==> config.mk <==
export PLATFORM = sky130hd
export DESIGN_NAME = source_comment_stripper_unit
export DESIGN_NICKNAME = d
export VERILOG_FILES = /design/src/rtl/scs_pkg.sv /design/src/rtl/source_comment_stripper_unit.sv
export SDC_FILE = /design/constraint.sdc
export NUM_CORES = 1
export LEC_CHECK = 0
export BUFFER_PORTS_ARGS = -buffer_cell sky130_fd_sc_hd__buf_2
export CAP_MARGIN = 20
export CORE_UTILIZATION = 50
export DETAILED_ROUTE_END_ITERATION = 12
export PLACE_DENSITY = 0.73
export SYNTH_ARGS = -nofsm -noshare
export SYNTH_HDL_FRONTEND = slang
export SYNTH_SLANG_ARGS = --single-unit
==> constraint.sdc <==
create_clock -name clk -period 4.6 [get_ports clk]
set_input_delay 0.46 -clock clk [delete_from_list [all_inputs] [get_ports clk]]
set_output_delay 0.46 -clock clk [all_outputs]
set_load 0.02 [all_outputs]
==> src/rtl/scs_pkg.sv <==
// ----------------------------------------------------------------------------
// scs_pkg
// Shared types and the per-byte scanner for the source comment stripper.
// ----------------------------------------------------------------------------
package scs_pkg;

  localparam logic [7:0] CH_SLASH  = 8'h2F;
  localparam logic [7:0] CH_STAR   = 8'h2A;
  localparam logic [7:0] CH_BSLASH = 8'h5C;
  localparam logic [7:0] CH_DQUOTE = 8'h22;
  localparam logic [7:0] CH_SQUOTE = 8'h27;
  localparam logic [7:0] CH_NL     = 8'h0A;

  localparam int unsigned QDEPTH = 3;

  typedef struct packed {
    logic esc;
    logic str;
    logic chr;
    logic lcmt;
    logic bcmt;
  } scan_state_t;

  typedef struct packed {
    scan_state_t st;
    logic        emit;
    logic        took;
  } scan_res_t;

  typedef struct packed {
    logic       done;
    logic       run_last;
    logic       has_byte;
    logic [7:0] kept;
  } result_t;

  // One byte c against the lexer flags; took means the successor nx was
  // consumed as the second half of a two-byte marker.
  function automatic scan_res_t scan_byte(scan_state_t s, logic [7:0] c,
                                          logic has_nx, logic [7:0] nx);
    scan_res_t r;
    logic      in_cmt;
    r        = '0;
    r.st     = s;
    in_cmt   = s.lcmt | s.bcmt;
    if (s.esc) begin
      r.st.esc = 1'b0;
      r.emit   = !in_cmt;
    end else if (c == CH_BSLASH && (s.str || s.chr)) begin
      r.st.esc = 1'b1;
      r.emit   = !in_cmt;
    end else if (!in_cmt && c == CH_DQUOTE && !s.chr) begin
      r.st.str = !s.str;
      r.emit   = 1'b1;
    end else if (!in_cmt && c == CH_SQUOTE && !s.str) begin
      r.st.chr = !s.chr;
      r.emit   = 1'b1;
    end else if (s.str || s.chr) begin
      r.emit   = !in_cmt;
    end else if (!s.bcmt && has_nx && c == CH_SLASH && nx == CH_SLASH) begin
      r.st.lcmt = 1'b1;
      r.took    = 1'b1;
    end else if (!s.lcmt && has_nx && c == CH_SLASH && nx == CH_STAR) begin
      r.st.bcmt = 1'b1;
      r.took    = 1'b1;
    end else if (s.lcmt && c == CH_NL) begin
      r.st.lcmt = 1'b0;
      r.emit    = 1'b1;
    end else if (s.bcmt && has_nx && c == CH_STAR && nx == CH_SLASH) begin
      r.st.bcmt = 1'b0;
      r.took    = 1'b1;
    end else begin
      r.emit = !in_cmt;
    end
    return r;
  endfunction

endpackage

==> src/rtl/source_comment_stripper_unit.sv <==
// ----------------------------------------------------------------------------
// source_comment_stripper_unit
// Streams source text and drops line and block comments, keeping strings,
// character literals and escapes intact.
// ----------------------------------------------------------------------------
// Input channel s_*: one text byte per transfer, s_tlast on the final byte.
// Output channel m_*: kept bytes; m_tuser[0] says a byte is present (clear
// only on a bare end marker), m_tuser[1] marks the last result of an input
// transfer, m_tlast marks the final result of the text.
// One byte is held back, so a kept byte appears one input transfer after it
// arrives; the final transfer flushes it and may give two results.
// A result is written into the registered result queue by the transfer that
// causes it. The input takes one transfer per cycle while the receiver keeps
// up and results average at most one per input; a three-entry result queue
// decouples the sides and s_tready is high while at most one entry is occupied,
// so a final transfer with two results holds off input until an entry is taken.
// Reset clears the lexer flags, the held byte and the queue.
// When the receiver stalls the queue fills and s_tready drops; nothing is
// lost or reordered. After the final byte all lexer state returns to reset.
// ----------------------------------------------------------------------------
module source_comment_stripper_unit (
  input  logic       clk,
  input  logic       rst,
  input  logic       s_tvalid,
  output logic       s_tready,
  input  logic [7:0] s_tdata,   // [7:0] text_byte
  input  logic       s_tlast,   // text_end
  output logic       m_tvalid,
  input  logic       m_tready,
  output logic [7:0] m_tdata,   // [7:0] kept_byte
  output logic [1:0] m_tuser,   // [0] has_byte, [1] run_last
  output logic       m_tlast    // stream_done
);
  import scs_pkg::*;

  scan_state_t st, st_next;
  logic [7:0]  held_byte, held_byte_next;
  logic        held_valid, held_valid_next;
  result_t     q [QDEPTH];
  result_t     q_next [QDEPTH];
  logic [1:0]  count, count_next;

  scan_res_t   r1, r2;
  scan_state_t st1;
  logic        e1, e2, hv, accept, pop;
  logic [7:0]  hb;
  logic [1:0]  num, base;
  result_t     ent_a, ent_b, push0;

  assign s_tready = (count <= 2'd1);
  assign m_tvalid = (count != 2'd0);
  assign accept   = s_tvalid && s_tready;
  assign pop      = m_tvalid && m_tready;
  assign m_tdata  = q[0].kept;
  assign m_tuser  = {q[0].run_last, q[0].has_byte};
  assign m_tlast  = q[0].done;

  always_comb begin
    r1  = scan_byte(st, held_byte, 1'b1, s_tdata);
    st1 = held_valid ? r1.st : st;
    e1  = held_valid && r1.emit;
    hv  = !(held_valid && r1.took);
    hb  = (held_valid && r1.took) ? held_byte : s_tdata;
    r2  = scan_byte(st1, hb, 1'b0, 8'h00);
    e2  = s_tlast && hv && r2.emit;

    ent_a.kept     = held_byte;
    ent_a.has_byte = 1'b1;
    ent_a.run_last = !(s_tlast && e2);
    ent_a.done     = s_tlast && !e2;

    ent_b.kept     = e2 ? hb : 8'h00;
    ent_b.has_byte = e2;
    ent_b.run_last = 1'b1;
    ent_b.done     = 1'b1;

    push0 = e1 ? ent_a : ent_b;
    num   = {1'b0, e1} + {1'b0, s_tlast && (e2 || !e1)};
  end

  always_comb begin
    st_next         = st;
    held_byte_next  = held_byte;
    held_valid_next = held_valid;
    if (accept) begin
      if (s_tlast) begin
        st_next         = '0;
        held_byte_next  = 8'h00;
        held_valid_next = 1'b0;
      end else begin
        st_next         = st1;
        held_byte_next  = hb;
        held_valid_next = hv;
      end
    end
  end

  always_comb begin
    base       = count - {1'b0, pop};
    count_next = accept ? base + num : base;
    for (int i = 0; i < QDEPTH; i++) begin
      q_next[i] = q[i];
    end
    if (pop) begin
      for (int i = 0; i < QDEPTH - 1; i++) begin
        q_next[i] = q[i + 1];
      end
    end
    for (int i = 0; i < QDEPTH; i++) begin
      if (accept && num != 2'd0 && base == i[1:0]) begin
        q_next[i] = push0;
      end
      if (accept && num == 2'd2 && base + 2'd1 == i[1:0]) begin
        q_next[i] = ent_b;
      end
    end
  end

  always_ff @(posedge clk) begin
    if (rst) begin
      st         <= '0;
      held_byte  <= 8'h00;
      held_valid <= 1'b0;
      count      <= 2'd0;
    end else begin
      st         <= st_next;
      held_byte  <= held_byte_next;
      held_valid <= held_valid_next;
      count      <= count_next;
    end
  end

  always_ff @(posedge clk) begin
    q <= q_next;
  end

endmodule

# Word-level counts from Yosys, hierarchy flattened
# Index checks and enable logic that the tools add are counted.
# word_totals
reg_bits	49
latch_bits	0
mem_bits_rw	0
romBits	0
input_bits	13
output_inout_bits	13
elab_cells	157
n_memories	0
# classes
addsub	4
mul	0
div_mod_pow	0
n_lt_le_gt_ge	1
n_eq_ne	17
n_shift	0
muxes	54
n_bitwise	2
reduce_logical	59
# ops
op	n
8-bit by 6-bit == test with 1-bit output, second input constant	8
9-bit 2-to-1 mux	4
1-bit logical AND	35
1-bit 2-to-1 mux	34
11-bit 2-to-1 mux	3
8-bit 2-to-1 mux	3
22-bit 2-to-1 mux	1
8-bit by 4-bit == test with 1-bit output, second input constant	2
8-bit by 7-bit == test with 1-bit output, second input constant	2
1-bit zero test	12
5-bit 2-to-1 mux	2
2-bit nonzero test	5
2-bit 2-to-1 mux	4
4-bit 2-to-1 mux	2
2-bit == test, second input constant	3
3-bit nonzero test	2
2-bit by 1-bit == test with 1-bit output, second input constant	2
2-bit zero test	2
1-bit logical OR	3
3-bit 2-to-1 mux	1
1-bit by 1-bit adder with 2-bit output	1
2-bit by 1-bit adder with 2-bit output, second input constant	1
2-bit adder	1
2-bit by 1-bit <= comparator with 1-bit output, second input constant	1
other kinds (2)	3

# Depth between registers and ports, before layout
# Gate-level depths: netlist of run 1.
# logic_depth
depth_word	31
depth_mapped	15
mapped_depth_nobuf	12

# Least setup slack after synthesis of run 1
# No wires, ideal clock.
# synth_path
path_kind	register -> register
startpoint	register held_byte[4]
endpoint	register q, in the netlist m_tdata[5], data pin
setup_ns	0.145
arrival_time_ns	3.258
t_required_ns	4.455
slack_ns	1.197
stages_incl_launch_ff	14
path_buffers	2
period_less_slack_ns	3.403
path_cell_list	dfxtp_1 -> buf_2 -> or4b_4 -> nor4_4 -> a31o_1 -> nand4_1 -> o31a_1 -> buf_2 -> o22ai_1 -> ha_1 -> nand4_1 -> o21a_1 -> or2_1 -> o21ai_1
# synth_rtl
item	line_no	source
start: declaration	source_comment_stripper_unit.sv:37	logic [7:0] held_byte, held_byte_next;
start signal: assignment	source_comment_stripper_unit.sv:127	held_byte <= held_byte_next;
end signal: assignment	source_comment_stripper_unit.sv:134	q <= q_next;
end: declaration	source_comment_stripper_unit.sv:39	result_t q [QDEPTH];

==> summary.txt, run 1 <==
Critical path
  – Critical Path Sink Type: register
  – Crit path DAT: 4050 ps
  – Worst EP required: 4650 ps
  – Worst-path fanout max: 13
  – CP Class: register to register
  – CP Launch Type: register

Clock network
  – Post-CTS Resized: 0
  – CTS H-tree lvls: 2
  – CTS Sinks: 49
  – Hold-fix buffers at CTS: 0
  – Worst skew pair latency: 310 ps
  – Clock slew at reported path FFs: 90 ps
  – Inserted Clock Buffers: 5
  – TritonCTS clock tree: built
  – Postcts setup bufs: 0
  – Clock buffer depth: 2
  – Clock root buffer: clkbuf_8

Power
  – Sequential Power Share: 42.2%
  – Switching Fraction: 37.1%
  – Switching pwr: 0.604 mW
  – Clock Power Share: 18.8%
  – Int Pwr: 1.02 mW
  – PD cells: 527 nW/µm²
  – Worst VDD drop: 0.221 mV
  – Leakage power: 1.12 nW
  – Comb power frac: 39.1%

Drt
  – DR DRC count: 0
  – First DRT Iteration DRCs: 231
  – WL per Instance: 18.5 µm
  – Total Routed Length: 7190 µm
  – Final ANT Viol Nets: 0
  – DR vias: 2587
  – Drt pass-1 iters: 5
  – Via/cell ratio: 6.65

Die
  – Starting density of the core: 52.6%
  – IO Pins: 26
  – Die area: 6170 µm²
  – Width of the die: 78.6 µm
  – Die Ht: 78.6 µm
  – Core Footprint: 5570 µm²
  – # rows: 27

Global route
  – Largest net degree at the start of global routing: 18
  – GRT overflow: 0
  – First-pass GRT wire length: 11700 µm
  – Vias in the first global route: 2347
  – Antenna violations before repair: 0
  – GRT Util Overall: 24.7%

Placement
  – Hpwl dp: 5160 µm
  – Pre-CTS setup slack: 703 ps
  – Port Buffers: 25
  – Gpl congestion: 0.939

STA
  – Final Slew Violations: 0
  – Tmin final: 4000 ps
  – Final Hold Viols: 0
  – Unrepaired setup endpoints after global routing: no
  – Worst slew pin tran: 745 ps
  – Final period util: 87.0%
  – Setup-failing EPs final: 0
  – Clk_skew: 8.38 ps
  – Max Clock Freq: 0.250 GHz
  – Setup_tns: 0 ps
  – Slew headroom: 50.2%
  – Hold_ws: 505 ps
  – Worst setup margin: 598 ps

Run
  – Max Cap Viol: 0

Finish
  – Fillers: 492
  – Layout cells sized above 1: 14.8%
  – Ant. Diodes: 0
  – Layout Nets: 332
  – Area added between synthesis and finish: 5.21%

Logic synthesis
  – Most used DFF post-synth: edfxtp_1
  – Post-synthesis register bit count: 49
  – YS warnings: 0
  – Post-synthesis async set-or-reset flop share: 0%
  – Syn Area/Cell: 9.16 µm²
  – Synth unique cells: 63
  – Net count after synthesis: 336
  – Post-synth EDFFs: 27
  – Seq/Total Area, Yosys: 42.7%
  – Syn Inst Count: 320
  – Synth Cell Area: 2930 µm²

Status
  – Status: finished, final reports clean

Worst hold path
  – HP Class: register to register
## cells by family (layout without fill, tap and decap cells)
logic type | after synthesis | in the layout | synth area share (%)
simple gates | 119 | 119 | 22.5
buf+inv | 47 | 44 | 7.68
compound gates | 97 | 97 | 24.2
fa+ha+maj | 3 | 3 | 1.28
flops | 49 | 49 | 42.7
xor+xnor | 2 | 2 | 0.598
mux | 3 | 3 | 1.07
## synthesized netlist by cell type (3+ instances only)
cell      count  area, µm²
nor2_1       22       82.6
inv_1         8       30.0
nor4bb_1      3       30.0
a211oi_1      3       22.5
a41oi_1       3       26.3
o22ai_1       9       56.3
o22a_1        3       26.3
clkbuf_1     17       63.8
dfxtp_1      22        440
buf_1         3       11.3
nand2b_1      3       18.8
and3_1        7       43.8
nand3b_1      3       22.5
o21ai_0       7       35.0
nand4_1       5       31.3
nand3_1       6       30.0
edfxtp_1     27        811
a41o_1        3       30.0
buf_2         8       40.0
a21oi_1      12       60.1
nor3_1        8       40.0
o21ai_1       7       35.0
and2_1        6       37.5
a32oi_1      14        123
buf_4        10       75.1
a21o_1        3       22.5
nand2_1      34        128
nor2b_1       3       18.8
o31ai_1       7       52.6
ha_1          3       37.5
a22oi_1       6       45.0
o21a_1        3       22.5
## final timing paths
check / slack [ps] / cells past startpoint / startpoint / to
hold reg to reg: 500 / 1 / q[9] / q[9]
setup / recovery: 600 / 11 / held_byte[3] / m_tdata[6]
hold / removal: 500 / 1 / q[9] / q[9]
setup reg to reg: 600 / 11 / held_byte[3] / m_tdata[6]
## metrics by stage
step	utilization (%)	cells	total power, mW	cell area (µm²)
after floorplan	-	320	1.21	2930
after global placement	53.4	381	1.31	2970
after detailed placement	53.4	381	1.33	2970
after CTS	55.3	389	1.63	3080
after global routing	55.3	389	1.72	3080
final	55.3	389	1.63	3080
## critical path, cell delays in order (launching register included)
cell      delay, ps
dfxtp_1         550
nor4bb_1        710
a41oi_1         280
a31o_1          270
nand4_1          90
o31a_1          470
o22ai_1         170
ha_1            270
nand4_1         350
o21a_1          260
or2_1           220
o21ai_1         110
## sequential cells by signal (all words and copies together), names as in the netlist
signal      cells
count           2
st              5
m_tdata         8
m_tlast         1
q              22
m_tuser         2
held_byte       8
held_valid      1
## cell usage in the layout (no fill, tap or decap), types with 3 or more instances in the layout
master | Yosys | layout
a211oi_1 | 3 | 3
a21o_1 | 3 | 3
a21oi_1 | 12 | 12
a22oi_1 | 6 | 6
a32oi_1 | 14 | 14
a41o_1 | 3 | 3
a41oi_1 | 3 | 3
and2_1 | 6 | 6
and3_1 | 7 | 7
buf_2 | 8 | 25
buf_4 | 10 | 3
clkbuf_8 | 0 | 5
dfxtp_1 | 22 | 22
edfxtp_1 | 27 | 27
ha_1 | 3 | 3
inv_1 | 8 | 8
nand2_1 | 34 | 34
nand2b_1 | 3 | 3
nand3_1 | 6 | 6
nand3b_1 | 3 | 3
nand4_1 | 5 | 5
nor2_1 | 22 | 22
nor2b_1 | 3 | 3
nor3_1 | 8 | 8
nor4bb_1 | 3 | 3
o21a_1 | 3 | 3
o21ai_0 | 7 | 7
o21ai_1 | 7 | 7
o22a_1 | 3 | 3
o22ai_1 | 9 | 9
o31ai_1 | 7 | 7
## power by group through the flow
stage	Clock [mW]	Combinational, mW	Sequential, mW
6_report	0.305	0.635	0.685
5_1_grt	0.330	0.696	0.698
4_1_cts	0.312	0.630	0.686
3_5_place_dp	0	0.629	0.696
3_3_place_gp	0	0.619	0.693
2_1_floorplan	0	0.536	0.676
## layout make-up
cell class | instances | area [µm²] | share of cell area [%]
Multi-Input combinational cell | 224 | 1460 | 47.2
Inverter | 8 | 30.0 | 0.974
Sequential cell | 49 | 1250 | 40.6
Timing Repair Buffer | 28 | 148 | 4.79
Tap cell | 72 | 90.1 | 2.92
Clock inverter | 3 | 41.3 | 1.34
Clock buffer | 5 | 68.8 | 2.23
## routing by layer
metal	up-vias	share of wire, %	GRT usage [%]
met1	1235	43	31.8
met4	0	2.6	11.7
li1	1200	-	-
met3	20	6.3	4.19
met5	-	0	0
met2	132	48	40.0
No activity file was read; power rests on OpenSTA's default activity.
==> inputs of run 2 (changes only) <==
GPL_TIMING_DRIVEN = 0   (was default)
==> run 2 against run 1 <==
Largest power group is now combinational logic. Setup slack got worse by 120 ps. Via count rose by 2.8%. Count of clock-buffer cells in the layout did not move. Wire length fell by 1.1%. First-iteration DRC count fell by 9.5%. Critical path depth rose by 1. Clock skew barely moved. Flip-flop and latch count did not move. Clock power barely moved. Largest cell class unchanged. Utilization rose by 2.7 points. Sequential power fell by 2%. Power rose by 3.5%.
==> summary.txt, run 2 (synthesis gave the netlist of run 1 again) <==
Critical path
  – Critical Path Sink Type: register
  – Slowest stage cell, crit path: nor4bb_1
  – Worst-path fanout max: 10
  – Crit path DAT: 4280 ps
  – CP Launch Type: register
  – Timing startpoint of the critical path: held_byte[3]
  – Reg2reg start: held_byte[3]
  – Max incr delay on CP: 640 ps
  – CP Class: register to register
  – Worst-path cell chain: clkbuf_1 > nor4bb_1 > a41o_1 > o31ai_1 > a21oi_1 > buf_2 > buf_2 > ha_1 > nand4_1 > o21a_1 > or2_1 > o21ai_1
  – Worst EP required: 4760 ps
  – Most used cell, CP: buf_2

Run
  – Max Cap Viol: 0

Clock network
  – Hold-fix buffers at CTS: 0
  – TritonCTS clock tree: built
  – CTS H-tree lvls: 2
  – Worst skew pair latency: 300 ps
  – Inserted Clock Buffers: 5
  – Post-CTS Resized: 0
  – Clock slew at reported path FFs: 90 ps
  – Postcts setup bufs: 0
  – Clock root buffer: clkbuf_8
  – CTS Sinks: 49
  – Clock buffer depth: 2

Finish
  – Layout Nets: 364
  – Largest Register: q
  – Largest register FFs: 22
  – Layout Cells excl Fill: 421
  – Commonest non-fill, non-tap cell in the layout: nand2_1
  – Area added between synthesis and finish: 10.4%
  – Fillers: 501
  – Layout cells sized above 1: 16.9%
  – Most frequent cells in the layout: 34 x nand2_1, 29 x buf_2, 27 x edfxtp_1
  – Ant. Diodes: 0

STA
  – Worst slew pin tran: 672 ps
  – Final period util: 89.5%
  – Tmin final: 4120 ps
  – Hold_ws: 502 ps
  – Unrepaired setup endpoints after global routing: no
  – Final Slew Violations: 0
  – Max Clock Freq: 0.243 GHz
  – Setup_tns: 0 ps
  – Worst setup margin: 483 ps
  – Final Hold Viols: 0
  – Slew headroom: 54.9%
  – Clk_skew: 8.36 ps
  – Setup-failing EPs final: 0

Drt
  – Final ANT Viol Nets: 0
  – First DRT Iteration DRCs: 209
  – Drt pass-1 iters: 5
  – Via/cell ratio: 6.32
  – WL per Instance: 16.9 µm
  – Total Routed Length: 7110 µm
  – DR DRC count: 0
  – DR vias: 2659

Die
  – Width of the die: 78.6 µm
  – Die area: 6170 µm²
  – Core Footprint: 5570 µm²
  – # rows: 27
  – IO Pins: 26
  – Die Ht: 78.6 µm
  – Starting density of the core: 52.6%

Placement
  – Pre-CTS setup slack: 562 ps
  – Gpl congestion: 0.910
  – Hpwl dp: 5380 µm
  – Placed cell count: 413
  – Port Buffers: 21

Global route
  – Antenna violations before repair: 0
  – First-pass GRT wire length: 11300 µm
  – GRT Util Overall: 23.5%
  – GRT overflow: 0
  – Vias in the first global route: 2373
  – Largest net degree at the start of global routing: 16

Power
  – Overall Power: 1.68 mW
  – Leakage power: 1.20 nW
  – Worst VDD drop: 0.246 mV
  – PD cells: 519 nW/µm²

Worst hold path
  – HP Class: register to register
  – Hold Startpoint: q[9]

Status
  – Status: finished, final reports clean
==> run 2: cell count changes in the layout (fill, tap and decap cells not counted), sizes merged <==
cell	previous run	this run
clkbuf	5	23
buf	28	42
==> run 2: worst max-delay path, delay by kind of cell (launching register included) <==
kind                       cells  cell delay [ps]
and+or+nand+nor                3             1380
AOI/OAI and AO/OA              5             1070
buffers and inverters          3              910
DFF                            1              320
adders and majority gates      1              290
==> run 2: routing by layer <==
| metal | vias to the layer above | track usage, % | share of wire (%) |
|---|---|---|---|
| met5 | - | 0 | 0 |
| li1 | 1262 | - | - |
| met4 | 0 | 7.04 | 1.1 |
| met3 | 12 | 3.84 | 6.4 |
| met2 | 125 | 41.1 | 50 |
| met1 | 1260 | 29.5 | 42 |
==> run 2: area by class of cell <==
class	count	area [µm²]	area share, %
Buffer	39	195	6.03
Clock buffer	5	68.8	2.13
Clock inverter	3	41.3	1.28
Inverter	8	30.0	0.928
Multi-Input combinational cell	224	1460	45.0
Sequential cell	49	1250	38.7
Tap cell	72	90.1	2.78
Timing Repair Buffer	21	105	3.25
==> run 2: worst paths after layout <==
check	end	slack [ps]	cells past startpoint
worst max register to register	m_tdata[3]	480	12
worst min-delay path	q[9]	500	1
worst min register to register	q[9]	500	1
worst max-delay path	m_tdata[3]	480	12
==> run 2: per-stage QoR <==
stage          instance area (µm²)  utilization, %
2_1_floorplan                 2930               -
3_3_place_gp                  3130            56.1
3_5_place_dp                  3130            56.1
4_1_cts                       3240            58.1
5_1_grt                       3240            58.1
6_report                      3240            58.1
==> run 2: report_power, final <==
part	switching, mW	total [mW]	internal [mW]
sequential	0.0402	0.672	0.632
combinational	0.421	0.701	0.280
clock	0.148	0.308	0.160
==> inputs of run 3 (changes only) <==
CORE_UTILIZATION = 40   (was 50)
PLACE_DENSITY = 0.61   (was 0.73)
==> run 3 against run 2 <==
Register-to-register slack got worse by 60 ps. Combinational power barely moved. Fmax fell by 1.5%. Largest cell class unchanged.
==> summary.txt, run 3 (synthesis gave the netlist of run 1 again) <==
Status
  – Status: finished, final reports clean

Die
  – IO Pins: 26
  – Starting density of the core: 42.2%
  – Core Footprint: 6940 µm²
  – Die Ht: 87.6 µm
  – # rows: 30
  – Die area: 7680 µm²
  – Width of the die: 87.6 µm

STA
  – Unrepaired setup endpoints after global routing: no
  – Tmin final: 4180 ps
  – Max Clock Freq: 0.239 GHz
  – Clk_skew: 6.65 ps
  – Final Hold Viols: 0
  – Hold_ws: 494 ps
  – Final period util: 90.9%
  – Setup-failing EPs final: 0
  – Final Slew Violations: 0
  – Slew headroom: 49.5%
  – Setup_tns: 0 ps
  – Worst slew pin tran: 747 ps

Finish
  – Layout Nets: 364
  – Largest register FFs: 22
  – Most frequent cells in the layout: 34 x nand2_1, 29 x buf_2, 27 x edfxtp_1
  – Area added between synthesis and finish: 12.4%
  – Non-Filler Cell Area, Final: 3290 µm²
  – Layout cells sized above 1: 17.2%
  – Commonest non-fill, non-tap cell in the layout: nand2_1
  – Largest Register: q
  – Ant. Diodes: 0

Drt
  – DR DRC count: 0
  – Via/cell ratio: 5.62
  – First DRT Iteration DRCs: 150
  – DR vias: 2501
  – Final ANT Viol Nets: 0
  – Drt pass-1 iters: 4
  – WL per Instance: 15.9 µm
  – Total Routed Length: 7080 µm

Critical path
  – CP Class: register to register
  – CP Launch Type: register
  – Crit path DAT: 4340 ps
  – Worst EP required: 4760 ps
  – Worst-path fanout max: 10
  – Critical Path Sink Type: register

Clock network
  – CTS Sinks: 49
  – Clock slew at reported path FFs: 100 ps
  – TritonCTS clock tree: built
  – Inserted Clock Buffers: 5
  – Clock root buffer: clkbuf_8
  – Clock buffer depth: 2
  – Post-CTS Resized: 0
  – Postcts setup bufs: 0
  – Worst skew pair latency: 300 ps
  – Hold-fix buffers at CTS: 0
  – CTS H-tree lvls: 2

Placement
  – Placed inst area: 3160 µm²
  – Port Buffers: 21
  – Hpwl dp: 5410 µm
  – Gpl congestion: 0.915

Global route
  – Vias in the first global route: 2380
  – GRT Util Overall: 19.6%
  – Largest net degree at the start of global routing: 17
  – First-pass GRT wire length: 11600 µm
  – Antenna violations before repair: 0
  – GRT overflow: 0

Run
  – Max Cap Viol: 0

Power
  – Leakage power: 1.22 nW
  – PD cells: 529 nW/µm²
  – Worst VDD drop: 0.148 mV

Worst hold path
  – HP Class: register to register
-- run 3: cell count changes in the layout (fill, tap and decap cells not counted) --
cell | before | now
bufinv_16 | 1 | 2
clkinv_1 | 1 | 0
clkinvlp_4 | 1 | 0
inv_6 | 0 | 1
-- run 3: path summary, 6_finish.rpt --
path / from / slack, ps / to / cells past startpoint
setup reg to reg: held_byte[3] / 420 / m_tdata[3] / 12
setup / recovery: held_byte[3] / 420 / m_tdata[3] / 12
hold / removal: q[9] / 490 / q[9] / 1
hold reg to reg: q[9] / 490 / q[9] / 1
-- run 3: critical path, cell delays in order, from the launching register on --
cell and delay (ps):
dfxtp_1 310, clkbuf_1 340, nor4bb_1 730, a41o_1 260, o31ai_1 70, a21oi_1 320, buf_2 290, buf_2 250
ha_1 280, nand4_1 420, o21a_1 300, or2_1 290, o21ai_1 170
-- run 3: final cells by class --
type / instances / area, µm²
well taps: 96 / 120
flip-flops and latches: 49 / 1250
inverters: 8 / 30.0
plain buffers: 39 / 195
fillers: 677 / 3650
multi-input cells: 224 / 1460
clock buffers: 5 / 68.8
clock inverters: 3 / 68.8
repair buffers: 21 / 105
-- run 3: power by group --
part / switching, mW / internal (mW) / leakage, nW
clock: 0.154 / 0.219 / 0.0687
sequential: 0.0382 / 0.632 / 0.434
combinational: 0.419 / 0.280 / 0.717
total: 0.612 / 1.13 / 1.22
-- run 3: metal layers --
| layer | track usage, % | part of all wire, % | up-vias | routed length, µm |
|---|---|---|---|---|
| met5 | 0 | 0 | - | 0 |
| met2 | 34.9 | 50 | 65 | 3530 |
| met1 | 24.7 | 45 | 1168 | 3220 |
| li1 | - | - | 1260 | - |
| met4 | 5.07 | 1.1 | 0 | 76 |
| met3 | 3.30 | 3.6 | 8 | 256 |
-- run 3: metrics by stage --
stage	total power [mW]	setup slack (ps)	cells	utilization, %
6_report	1.74	419	445	47.4
2_1_floorplan	1.21	1200	320	-
5_1_grt	1.86	88.9	445	47.4
3_5_place_dp	1.38	492	437	45.5
4_1_cts	1.75	458	445	47.4
3_3_place_gp	1.36	522	437	45.5
